--- src/hw/rtl/cwlcg_pkg.sv ---
// Shared types, constants and helpers for the combined LCG range generator.
// No dependencies; used by cwlcg_div, cwlcg_gen and combined_lcg_range_random.
package cwlcg_pkg;

  // generator multipliers
  localparam logic [7:0] MULT_A = 8'd171;
  localparam logic [7:0] MULT_B = 8'd172;
  localparam logic [7:0] MULT_C = 8'd170;

  // register reset values
  localparam logic [15:0] MODULUS_A_RST = 16'd30269;
  localparam logic [15:0] MODULUS_B_RST = 16'd30307;
  localparam logic [15:0] MODULUS_C_RST = 16'd30323;
  localparam logic [15:0] SEED_RST      = 16'd1;

  // attempts in all before the last value is taken as is
  localparam int RETRY_LIMIT = 64;
  localparam int TRY_W       = $clog2(RETRY_LIMIT);

  // configuration register indexes
  localparam int CFG_IDX_W = 3;
  localparam logic [CFG_IDX_W-1:0] CFG_MODULUS_A = 3'd0;
  localparam logic [CFG_IDX_W-1:0] CFG_MODULUS_B = 3'd1;
  localparam logic [CFG_IDX_W-1:0] CFG_MODULUS_C = 3'd2;
  localparam logic [CFG_IDX_W-1:0] CFG_START_A   = 3'd3;
  localparam logic [CFG_IDX_W-1:0] CFG_START_B   = 3'd4;
  localparam logic [CFG_IDX_W-1:0] CFG_START_C   = 3'd5;

  typedef enum logic [1:0] {
    GEN_A,
    GEN_B,
    GEN_C
  } gen_sel_t;

  typedef enum logic [3:0] {
    S_IDLE,
    S_SETUP,
    S_LIMW,
    S_GEN,
    S_GENW,
    S_BYTE,
    S_CHECK,
    S_MOD,
    S_MODW,
    S_OUT
  } seq_state_t;

  // divider request and response
  typedef struct packed {
    logic        start;
    logic [31:0] dividend;
    logic [31:0] divisor;
  } div_req_t;

  typedef struct packed {
    logic        done;
    logic [31:0] rem;
  } div_rsp_t;

  // generator state update from the sequencer
  typedef struct packed {
    logic        wr;
    gen_sel_t    sel;
    logic [15:0] value;
  } gen_upd_t;

  // generator state and moduli seen by the sequencer
  typedef struct packed {
    logic [15:0] gen_a;
    logic [15:0] gen_b;
    logic [15:0] gen_c;
    logic [15:0] modulus_a;
    logic [15:0] modulus_b;
    logic [15:0] modulus_c;
  } gen_view_t;

  function automatic logic [7:0] gen_mult(input gen_sel_t sel);
    case (sel)
      GEN_A:   return MULT_A;
      GEN_B:   return MULT_B;
      GEN_C:   return MULT_C;
      default: return MULT_A;
    endcase
  endfunction

  // number of bytes minus one for a given span
  function automatic logic [1:0] byte_count_m1(input logic [31:0] span);
    if (span <= 32'h0000_0100) begin
      return 2'd0;
    end else if (span <= 32'h0001_0000) begin
      return 2'd1;
    end else if (span <= 32'h0100_0000) begin
      return 2'd2;
    end else begin
      return 2'd3;
    end
  endfunction

  // top of the raw value range for a byte count
  function automatic logic [31:0] span_ceiling(input logic [1:0] nb_m1);
    case (nb_m1)
      2'd0:    return 32'h0000_0100;
      2'd1:    return 32'h0001_0000;
      2'd2:    return 32'h0100_0000;
      default: return 32'hFFFF_FFFF;
    endcase
  endfunction

endpackage

--- src/hw/rtl/cwlcg_div.sv ---
// Shared restoring divider, one quotient bit per cycle, remainder only.
// Depends on cwlcg_pkg for the request and response structs.
module cwlcg_div (
  input  logic                clk,
  input  logic                rst,
  input  cwlcg_pkg::div_req_t req,
  output cwlcg_pkg::div_rsp_t rsp
);
  import cwlcg_pkg::*;

  logic        busy;
  logic        done;
  logic [4:0]  cnt;
  logic [31:0] rem;
  logic [31:0] dvd;
  logic [31:0] dsr;
  logic [32:0] trial;
  logic        fits;

  // one shift and trial subtract per step
  always_comb begin
    trial = {rem, dvd[31]};
    fits  = trial >= {1'b0, dsr};
  end

  // control
  always_ff @(posedge clk) begin
    if (rst) begin
      busy <= 1'b0;
      done <= 1'b0;
      cnt  <= '0;
    end else begin
      done <= busy && (cnt == 5'd31);
      if (req.start) begin
        busy <= 1'b1;
        cnt  <= '0;
      end else if (busy) begin
        cnt <= cnt + 5'd1;
        if (cnt == 5'd31) begin
          busy <= 1'b0;
        end
      end
    end
  end

  // datapath
  always_ff @(posedge clk) begin
    if (req.start) begin
      rem <= '0;
      dvd <= req.dividend;
      dsr <= req.divisor;
    end else if (busy) begin
      rem <= fits ? 32'(trial - {1'b0, dsr}) : trial[31:0];
      dvd <= {dvd[30:0], 1'b0};
    end
  end

  assign rsp.done = done;
  assign rsp.rem  = rem;

endmodule

--- src/hw/rtl/cwlcg_gen.sv ---
// Generator seeds and moduli with the configuration write port.
// Depends on cwlcg_pkg for register indexes and the update and view structs.
module cwlcg_gen (
  input  logic                             clk,
  input  logic                             rst,
  input  logic                             cfg_we,
  input  logic [cwlcg_pkg::CFG_IDX_W-1:0]  cfg_index,
  input  logic [15:0]                      cfg_data,
  input  cwlcg_pkg::gen_upd_t              upd,
  output cwlcg_pkg::gen_view_t             view
);
  import cwlcg_pkg::*;

  logic [15:0] gen_a, gen_b, gen_c;
  logic [15:0] modulus_a, modulus_b, modulus_c;
  logic [15:0] seed_load;

  // a zero seed loads as one
  assign seed_load = (cfg_data == 16'd0) ? 16'd1 : cfg_data;

  always_ff @(posedge clk) begin
    if (rst) begin
      gen_a     <= SEED_RST;
      gen_b     <= SEED_RST;
      gen_c     <= SEED_RST;
      modulus_a <= MODULUS_A_RST;
      modulus_b <= MODULUS_B_RST;
      modulus_c <= MODULUS_C_RST;
    end else if (cfg_we) begin
      case (cfg_index)
        CFG_MODULUS_A: modulus_a <= cfg_data;
        CFG_MODULUS_B: modulus_b <= cfg_data;
        CFG_MODULUS_C: modulus_c <= cfg_data;
        CFG_START_A:   gen_a     <= seed_load;
        CFG_START_B:   gen_b     <= seed_load;
        CFG_START_C:   gen_c     <= seed_load;
        default:       ;
      endcase
    end else if (upd.wr) begin
      case (upd.sel)
        GEN_A:   gen_a <= upd.value;
        GEN_B:   gen_b <= upd.value;
        GEN_C:   gen_c <= upd.value;
        default: ;
      endcase
    end
  end

  assign view.gen_a     = gen_a;
  assign view.gen_b     = gen_b;
  assign view.gen_c     = gen_c;
  assign view.modulus_a = modulus_a;
  assign view.modulus_b = modulus_b;
  assign view.modulus_c = modulus_c;

endmodule

--- src/hw/rtl/combined_lcg_range_random.sv ---
// Range-limited random draw from three combined congruential generators.
// Depends on cwlcg_pkg, cwlcg_div and cwlcg_gen.
//
// Usage: a beat on s_tdata carries span; the block answers with one beat on
// m_tdata carrying draw, uniform in 0 .. span-1 (0 when span is 0).
// s_tready is high only while the sequencer is idle; one request is worked
// on at a time. Configuration (moduli 0..2, seeds 3..5) must be written through
// cfg_we / cfg_index / cfg_data only while no request is in flight; the block
// does not enforce this. A seed write reloads that generator at once.
// Every modulo goes through one shared 32-step divider. A zero span skips
// it and answers zero. Otherwise the sequencer reduces the limit, then for
// each of the 1 to 4 bytes steps the three generators and combines their
// low bytes, checks the value against the limit and, once it is taken,
// reduces it modulo span; each rejected attempt starts the bytes again, at
// most 64 attempts. A generator with modulus 0 skips the divider.
// Reset (synchronous, rst high) clears the sequencer and output beat,
// and restores the default moduli and seeds of one.
// When the receiver stalls, the result beat is held in the output register
// and the next request is taken; its result waits until the beat is taken.
module combined_lcg_range_random (
  input  logic                             clk,
  input  logic                             rst,
  // configuration write port
  input  logic                             cfg_we,
  input  logic [cwlcg_pkg::CFG_IDX_W-1:0]  cfg_index,
  input  logic [15:0]                      cfg_data,
  // request stream
  input  logic                             s_tvalid,
  output logic                             s_tready,
  input  logic [31:0]                      s_tdata,  // [31:0] span
  // result stream
  output logic                             m_tvalid,
  input  logic                             m_tready,
  output logic [31:0]                      m_tdata   // [31:0] draw
);
  import cwlcg_pkg::*;

  seq_state_t state, state_next;

  div_req_t  div_req;
  div_rsp_t  div_rsp;
  gen_upd_t  gen_upd;
  gen_view_t view;

  logic [31:0]      span;
  logic [1:0]       nb_m1;
  logic [1:0]       idx;
  logic [TRY_W-1:0] tries;
  gen_sel_t         sel;
  gen_sel_t         sel_next;
  logic [31:0]      limit;
  logic [31:0]      value;
  logic [31:0]      res;

  logic [15:0] seed_cur;
  logic [15:0] mod_cur;
  logic [23:0] prod;
  logic [7:0]  rnd_byte;
  logic        last_sel;
  logic        take;
  logic        out_free;

  // shared divider
  cwlcg_div u_div (
    .clk (clk),
    .rst (rst),
    .req (div_req),
    .rsp (div_rsp)
  );

  // generator state and configuration
  cwlcg_gen u_gen (
    .clk       (clk),
    .rst       (rst),
    .cfg_we    (cfg_we),
    .cfg_index (cfg_index),
    .cfg_data  (cfg_data),
    .upd       (gen_upd),
    .view      (view)
  );

  // selected generator, its product and the combined byte
  always_comb begin
    case (sel)
      GEN_A: begin
        seed_cur = view.gen_a;
        mod_cur  = view.modulus_a;
        sel_next = GEN_B;
      end
      GEN_B: begin
        seed_cur = view.gen_b;
        mod_cur  = view.modulus_b;
        sel_next = GEN_C;
      end
      GEN_C: begin
        seed_cur = view.gen_c;
        mod_cur  = view.modulus_c;
        sel_next = GEN_A;
      end
      default: begin
        seed_cur = view.gen_a;
        mod_cur  = view.modulus_a;
        sel_next = GEN_A;
      end
    endcase
    prod     = 24'(gen_mult(sel)) * 24'(seed_cur);
    rnd_byte = view.gen_a[7:0] ^ view.gen_b[7:0] ^ view.gen_c[7:0];
    last_sel = (sel == GEN_C);
    take     = (value < limit) || (tries == TRY_W'(RETRY_LIMIT - 1));
    out_free = !m_tvalid || m_tready;
  end

  // next state
  always_comb begin
    state_next = state;
    case (state)
      S_IDLE: begin
        if (s_tvalid) begin
          state_next = (s_tdata == 32'd0) ? S_OUT : S_SETUP;
        end
      end
      S_SETUP: state_next = S_LIMW;
      S_LIMW: begin
        if (div_rsp.done) begin
          state_next = S_GEN;
        end
      end
      S_GEN: begin
        if (mod_cur != 16'd0) begin
          state_next = S_GENW;
        end else if (last_sel) begin
          state_next = S_BYTE;
        end
      end
      S_GENW: begin
        if (div_rsp.done) begin
          state_next = last_sel ? S_BYTE : S_GEN;
        end
      end
      S_BYTE:  state_next = (idx == nb_m1) ? S_CHECK : S_GEN;
      S_CHECK: state_next = take ? S_MOD : S_GEN;
      S_MOD:   state_next = S_MODW;
      S_MODW: begin
        if (div_rsp.done) begin
          state_next = S_OUT;
        end
      end
      S_OUT: begin
        if (out_free) begin
          state_next = S_IDLE;
        end
      end
      default: state_next = S_IDLE;
    endcase
  end

  // outputs of the sequencer
  always_comb begin
    s_tready         = 1'b0;
    div_req.start    = 1'b0;
    div_req.dividend = span_ceiling(nb_m1);
    div_req.divisor  = span;
    gen_upd.wr       = 1'b0;
    gen_upd.sel      = sel;
    gen_upd.value    = prod[15:0];
    case (state)
      S_IDLE:  s_tready = 1'b1;
      S_SETUP: div_req.start = 1'b1;
      S_GEN: begin
        div_req.dividend = {8'd0, prod};
        div_req.divisor  = {16'd0, mod_cur};
        if (mod_cur != 16'd0) begin
          div_req.start = 1'b1;
        end else begin
          gen_upd.wr = 1'b1;
        end
      end
      S_GENW: begin
        gen_upd.wr    = div_rsp.done;
        gen_upd.value = div_rsp.rem[15:0];
      end
      S_MOD: begin
        div_req.start    = 1'b1;
        div_req.dividend = value;
      end
      default: ;
    endcase
  end

  // sequencer state
  always_ff @(posedge clk) begin
    if (rst) begin
      state <= S_IDLE;
    end else begin
      state <= state_next;
    end
  end

  // request datapath
  always_ff @(posedge clk) begin
    case (state)
      S_IDLE: begin
        span  <= s_tdata;
        nb_m1 <= byte_count_m1(s_tdata);
        res   <= '0;
        tries <= '0;
        idx   <= '0;
        sel   <= GEN_A;
        value <= '0;
      end
      S_LIMW: begin
        if (div_rsp.done) begin
          limit <= span_ceiling(nb_m1) - div_rsp.rem;
        end
      end
      S_GEN: begin
        if (mod_cur == 16'd0) begin
          sel <= sel_next;
        end
      end
      S_GENW: begin
        if (div_rsp.done) begin
          sel <= sel_next;
        end
      end
      S_BYTE: begin
        value[{idx, 3'b000} +: 8] <= rnd_byte;
        idx <= idx + 2'd1;
      end
      S_CHECK: begin
        if (!take) begin
          tries <= tries + TRY_W'(1);
          value <= '0;
          idx   <= '0;
        end
      end
      S_MODW: begin
        if (div_rsp.done) begin
          res <= div_rsp.rem;
        end
      end
      default: ;
    endcase
  end

  // output register
  always_ff @(posedge clk) begin
    if (rst) begin
      m_tvalid <= 1'b0;
    end else if (state == S_OUT && out_free) begin
      m_tvalid <= 1'b1;
    end else if (m_tready) begin
      m_tvalid <= 1'b0;
    end
  end

  always_ff @(posedge clk) begin
    if (state == S_OUT && out_free) begin
      m_tdata <= res;
    end
  end

endmodule

--- config.mk ---
export PLATFORM = sky130hd
export DESIGN_NAME = combined_lcg_range_random
export DESIGN_NICKNAME = d
export VERILOG_FILES = /design/src/hw/rtl/cwlcg_pkg.sv /design/src/hw/rtl/cwlcg_div.sv /design/src/hw/rtl/cwlcg_gen.sv /design/src/hw/rtl/combined_lcg_range_random.sv
export SDC_FILE = /design/constraint.sdc
export NUM_CORES = 1
export LEC_CHECK = 0
export BUFFER_PORTS_ARGS = -buffer_cell sky130_fd_sc_hd__buf_4
export CAP_MARGIN = 20
export CORE_AREA = 2 2 178 250
export DETAILED_ROUTE_END_ITERATION = 12
export DIE_AREA = 0 0 180 252
export PLACE_DENSITY = 0.81
export SYNTH_ARGS = -nofsm -noshare
export SYNTH_HDL_FRONTEND = slang
export SYNTH_SLANG_ARGS = --single-unit
--- constraint.sdc ---
create_clock -name clk -period 5.78 [get_ports clk]
set_clock_uncertainty 0.05 [all_clocks]
set_input_delay 1.156 -clock clk [delete_from_list [all_inputs] [get_ports clk]]
set_output_delay 1.156 -clock clk [all_outputs]
set_load 0.1 [all_outputs]
==> metrics.txt, run 1 <==
outcome finished, final reports clean; largest net degree at the start of global routing 109; number of buffers inserted by port buffering 89; simple-gate share of the synthesized area 0.162; worst hold path class flip-flop to flip-flop; max-slew violation count 0; cells after synthesis 2,438; total of hold buffers inserted after clock tree synthesis 0; mux contribution to synthesized area 0.0353; Finish-stage setup viols 0; Top Ports 90; crit-path cells inv_2, ha_4, buf_4, a21oi_2, inv_1, ha_1, inv_1, fa_1, inv_1, fa_1, fa_1, ha_4, o21a_1, nor2_1, and2_1, o41a_1, o21ai_2, a21oi_1, mux2_2, o21ai_0, a31oi_1; CTS HTree Levels 2; most numerous cell in the Yosys netlist edfxtp_1; GR Overflow Total 0; Yosys top cell area share 0.302; clock buffer count from CTS 38; PwrDens 637 nW/µm²; area fraction in compound gates after synthesis 0.150; sequential element share of the synthesized area 0.421; Max-Cap Viols 0; unrepaired setup endpoints after global routing yes; proportion of register bits with asynchronous set or reset after synthesis 0; total wire length 61,900 µm; Crit path max-delay family adder cells; post-CTS clock slew at the launch and capture registers of the worst setup and hold paths 60 ps; maximum clock rate 179 MHz; Post-DP HPWL 46,200 µm; die width 180 µm; maximum buffer depth of the clock tree 3; number of vias per cell 6.03; die outline height 252 µm; largest area contributor in the synthesized netlist edfxtp_1; share of final-layout standard cells stronger than drive strength 1 0.0996; Slew HR 0.275; total iterations of the first detailed-routing run 5; Buf/Inv on CP 5; required time at the endpoint of the critical path 6000 ps; global-route total usage across every layer 0.268; final cell utilization of the core 0.611; EDFF count, synth 236; total chip power 16,700 µW; launching element type of the critical path flip-flop; total via count after detailed routing 18,600; Least-Margin Pin Slew 1090 ps; count of endpoints failing hold in the final timing report 0; parity-gate share of the synthesized area counting xor and xnor cells 0.0328; post-synthesis cell type count 83; Wirelength per Cell 20.1 µm; syn nets 2,730; slowest CP cell fa_1; clock tree from TritonCTS done; net count of the finished layout 2,793; placement row count 90; global-route wire length before repair 97,500 µm; area added between synthesis and finish 11.5%; worst skew pair latency 570 ps; die area 45,400 µm²; Commonest cells post-synth 236 x edfxtp_1, 224 x inv_1, 220 x nand2_1; largest family of logic cells by synthesized area simple AND/OR/NAND/NOR gates; data arrival time at the worst-slack endpoint 5790 ps; Worst Path Max Fanout 13; Post-DRT Antenna Nets 0; initial antenna violation count 0; count of synthesis-stage warnings from yosys 0; Period minus WS final 5570 ps; CTS sink cnt 376; delay of the slowest cell on the worst path 560 ps; clk root buf clkbuf_16; most used flip-flop cell after synthesis edfxtp_1; total non-filler cell area in the finished layout 26,200 µm²; Syn Std Cell Area 23,500 µm²; antenna diode instance count 0; vias in the first global route 18,500; average size of a mapped cell 9.63 µm²; CP Class flip-flop to flip-flop; Post-Route Hold Slack 351 ps; starting density of the core 0.547; Final GP Congestion 0.919; DRC 0; count of state elements after synthesis 376; top area cells in the synthesized netlist edfxtp_1 30%, dfxtp_1 12%, ha_1 9.6%, fa_1 4.7%, a21oi_1 4.4%; worst voltage drop across the vdd grid 463 µV; fin crit share 0.964; adder-cell share of the synthesized area 0.143; Critical Path Sink Type flip-flop; P_leak 0.0111 µW; core area 42,900 µm²; placement-stage cell area 24,700 µm²; initial detailed-routing violation count 1,383
flip-flops by register name (all words and copies together), names as in the netlist, 32 cells and up:
name / cells
u_div.dvd: 32
value: 32
u_div.dsr: 32
span: 32
m_tdata: 32
res: 32
u_div.rem: 32
limit: 32
layout make-up:
class	count	area [µm²]
Inverter	225	845
Tap cell	552	691
Sequential cell	376	9890
Timing Repair Buffer	126	956
Clock inverter	21	295
Fill cell	3458	16700
Multi-Input combinational cell	1734	12500
Clock buffer	48	1050
routing by layer:
layer / GRT usage / vias up / share of wire
li1: - / 8695 / -
met1: 0.311 / 8969 / 0.38
met2: 0.478 / 712 / 0.50
met3: 0.0341 / 199 / 0.057
met4: 0.149 / 0 / 0.060
met5: 0 / - / 0
power breakdown:
group / switching (µW) / total (µW) / internal [µW]
registers: 638 / 4700 / 4070
logic: 5820 / 9310 / 3480
clock network: 1100 / 2670 / 1580
total: 7560 / 16700 / 9130
metrics by stage:
step	std cells	setup slack, ps	TNS, ps
floorplan	2438	-2.58	-2.58
global placement	3006	178	0
detailed placement	3006	-66.5	-295
CTS	3075	28.5	0
global route	3082	-39.0	-130
finish	3082	209	0
placed cells by master, fill, tap and decap left out, types with 15 or more instances in the layout:
cell       instances
nand2_1          220
and2_1            56
inv_1            222
dfxtp_1          139
nand2b_1          20
buf_4            124
nor2b_1           78
clkbuf_16         40
a21oi_1          202
a211oi_1          30
nor2_1           203
nor3_1            40
nand3_1           26
nand4_1           16
xor2_1            19
nand3b_1          34
fa_1              55
mux2i_1           76
xnor2_1           69
edfxtp_1         236
nor4_1            15
a21o_1            42
o21ai_0          107
ha_1             176
a22o_1            29
cells by family (layout without fill, tap and decap cells):
logic type | after synthesis | in the layout
buffers and inverters | 328 | 420
flip-flops | 376 | 376
multiplexers | 82 | 82
adder cells (fa/ha/maj) | 236 | 236
AO/OA/AOI/OAI | 555 | 555
AND/OR/NAND/NOR | 773 | 773
XOR/XNOR | 88 | 88
repair_timing:
item / 4_1_cts / 5_1_grt
cloned: 0 / 0
gates resized for setup: 3 / 21
endpoints found under the hold margin: 0 / 0
endpoints found under the setup margin: 8 / 35
setup buffers: 0 / 6
pin swaps: 1 / 5
worst paths after layout:
path	from	end	slack, ps	depth (start not counted)
worst max register to register	sel[1]	u_div.dvd[23]	210	21
worst max-delay path	sel[1]	u_div.dvd[23]	210	21
worst min-delay path	res[25]	m_tdata[25]	350	0
worst min register to register	res[25]	m_tdata[25]	350	0
No activity file was read; power rests on OpenSTA's default activity.
==> run 2, diff against run 1 <==
--- a/config.mk
+++ b/config.mk
@@ -8,8 +8,11 @@
 export BUFFER_PORTS_ARGS = -buffer_cell sky130_fd_sc_hd__buf_4
 export CAP_MARGIN = 20
 export CORE_AREA = 2 2 178 250
+export CTS_BUF_LIST = sky130_fd_sc_hd__clkbuf_4 sky130_fd_sc_hd__clkbuf_8
 export DETAILED_ROUTE_END_ITERATION = 12
 export DIE_AREA = 0 0 180 252
+export HOLD_SLACK_MARGIN = 0.03
+export MAX_ROUTING_LAYER = met4
 export PLACE_DENSITY = 0.81
 export SYNTH_ARGS = -nofsm -noshare
 export SYNTH_HDL_FRONTEND = slang
==> metrics.txt, run 2 (same netlist as run 1, synthesis figures left out) <==
outcome finished, final reports clean; placement row count 90 (unchanged); GR Overflow Total 0 (unchanged); largest net degree at the start of global routing 109 (unchanged); routed length on met2 31,200 µm (+0.43%); total non-filler cell area in the finished layout 26,000 µm² (-0.62%); CTS sink cnt 376 (unchanged); count of endpoints failing hold in the final timing report 0 (unchanged); total iterations of the first detailed-routing run 6 (+1); Slew HR 0.292 (+0.0170); required time at the endpoint of the critical path 6290 ps (+290 ps); fin crit share 0.971 (+0.00740); initial detailed-routing violation count 1,410 (+2.0%); initial antenna violation count 0 (unchanged); CP Class flip-flop to flip-flop; clk root buf clkbuf_8; worst skew pair latency 670 ps (+100 ps); die outline height 252 µm (unchanged); net count of the finished layout 2,813 (+0.72%); placement-stage cell area 24,700 µm² (about the same); Post-DRT Antenna Nets 0 (unchanged); number of buffers inserted by port buffering 89 (unchanged); launching element type of the critical path flip-flop; core area 42,900 µm² (unchanged); P_leak 0.0110 µW (-0.25%); Critical Path Sink Type flip-flop; die width 180 µm (unchanged); highest routed layer met4; worst voltage drop across the vdd grid 438 µV (-5.4%); PwrDens 626 nW/µm² (-1.8%); Met3 Routed Length 3460 µm (-1.3%); final cell utilization of the core 0.607 (-0.00376); global-route total usage across every layer 0.277 (+0.00955); Setup Total Neg Slack 0 ps (unchanged); worst hold path class flip-flop to flip-flop; maximum buffer depth of the clock tree 3 (unchanged); global-route wire length before repair 98,100 µm (+0.66%); Post-DP HPWL 46,300 µm (+0.37%); M1 wire length 23,900 µm (+0.76%); clock buffer count from CTS 57 (+50%); max-slew violation count 0 (unchanged); CTS HTree Levels 2 (unchanged); Post-Route Hold Slack 367 ps (+16.2 ps); Worst Path Max Fanout 14 (+1); share of final-layout standard cells stronger than drive strength 1 0.111 (+0.0110); total wire length 61,800 µm (-0.21%); filler cell count 3,529 (+2.1%); area added between synthesis and finish 10.8%; data arrival time at the worst-slack endpoint 6120 ps (+330 ps); post-CTS clock slew at the launch and capture registers of the worst setup and hold paths 60 ps (about the same); starting density of the core 0.547 (unchanged); total chip power 16,300 µW (-2.4%); maximum clock rate 178 MHz (-0.76%); Top Ports 90 (unchanged); Period minus WS final 5610 ps (+42.7 ps); DRC 0 (unchanged); die area 45,400 µm² (unchanged); Final GP Congestion 0.953 (+3.7%); commonest cells after routing, fill and taps aside 236 x edfxtp_1, 222 x inv_1, 220 x nand2_1; Finish-stage setup viols 0 (unchanged); reg-to-reg setup timing slack 170 ps (-40 ps); clock tree from TritonCTS done; number of vias per cell 5.96 (-1.1%); most common cell after layout, fill and taps aside edfxtp_1; Least-Margin Pin Slew 1060 ps (-27.8 ps); Wirelength per Cell 19.8 µm (-1.4%); Max-Cap Viols 0 (unchanged); total via count after detailed routing 18,600 (+0.075%); vias in the first global route 18,500 (-0.086%)
-- run 2: cell types whose count changed in the layout (fill, tap and decap cells not counted), moves of 4 or more --
cell / change
clkbuf_8: +58
clkinv_1: +10
clkbuf_16: -40
clkbuf_4: +16
clkbuf_1: -5
clkinv_2: +4
-- run 2: what timing repair did --
item,4_1_cts,5_1_grt
gates resized for setup,0,24
hold buffers,0,0
endpoints found under the setup margin,3,35
buffers inserted,0,5
pin swaps,0,4
-- run 2: worst max-delay path, cell delays in order, from the launching register on --
cell      delay [ps]
edfxtp_1         460
inv_2            170
ha_4             270
buf_4            200
a21oi_2          180
inv_1            110
ha_1             290
inv_1             60
fa_1             560
inv_1             70
fa_1             550
fa_1             460
ha_4             310
o21a_1           130
nor2_1            50
and2_1           140
o41a_1           460
buf_4            160
xnor2_1          190
mux2i_1          180
o21ai_2          270
mux2i_1          100
nor2_1           110
-- run 2: path summary, 6_finish.rpt --
kind	from	endpoint	depth (start not counted)
max	sel[1]	u_gen.gen_b[15]	22
min	res[24]	m_tdata[24]	0
max reg2reg	sel[1]	u_gen.gen_b[15]	22
min reg2reg	res[24]	m_tdata[24]	0
-- run 2: metal layers --
metal | vias up | track usage
li1 | 8752 | -
met1 | 8954 | 0.318
met2 | 689 | 0.481
met3 | 194 | 0.0346
met4 | 0 | 0.134
met5 | - | -
-- run 2: cell type report --
class	instances	area [µm²]	area share
Antenna cell	1	2.50	0.0000961
Clock buffer	77	953	0.0366
Clock inverter	28	225	0.00865
Inverter	225	845	0.0324
Multi-Input combinational cell	1734	12500	0.478
Sequential cell	376	9890	0.380
Tap cell	552	691	0.0265
Timing Repair Buffer	127	970	0.0372
-- run 2: power by group --
part	switching, µW	internal [µW]
combinational	5810	3480
clock	1090	1210
sequential	634	4070
-- run 2: metrics by stage --
stage                     cells  worst slack [ps]
after floorplan            2438             -2.58
after global placement     3006               160
after detailed placement   3007             -11.6
after CTS                  3112             -46.4
after global routing       3119             -92.8
final                      3120               166
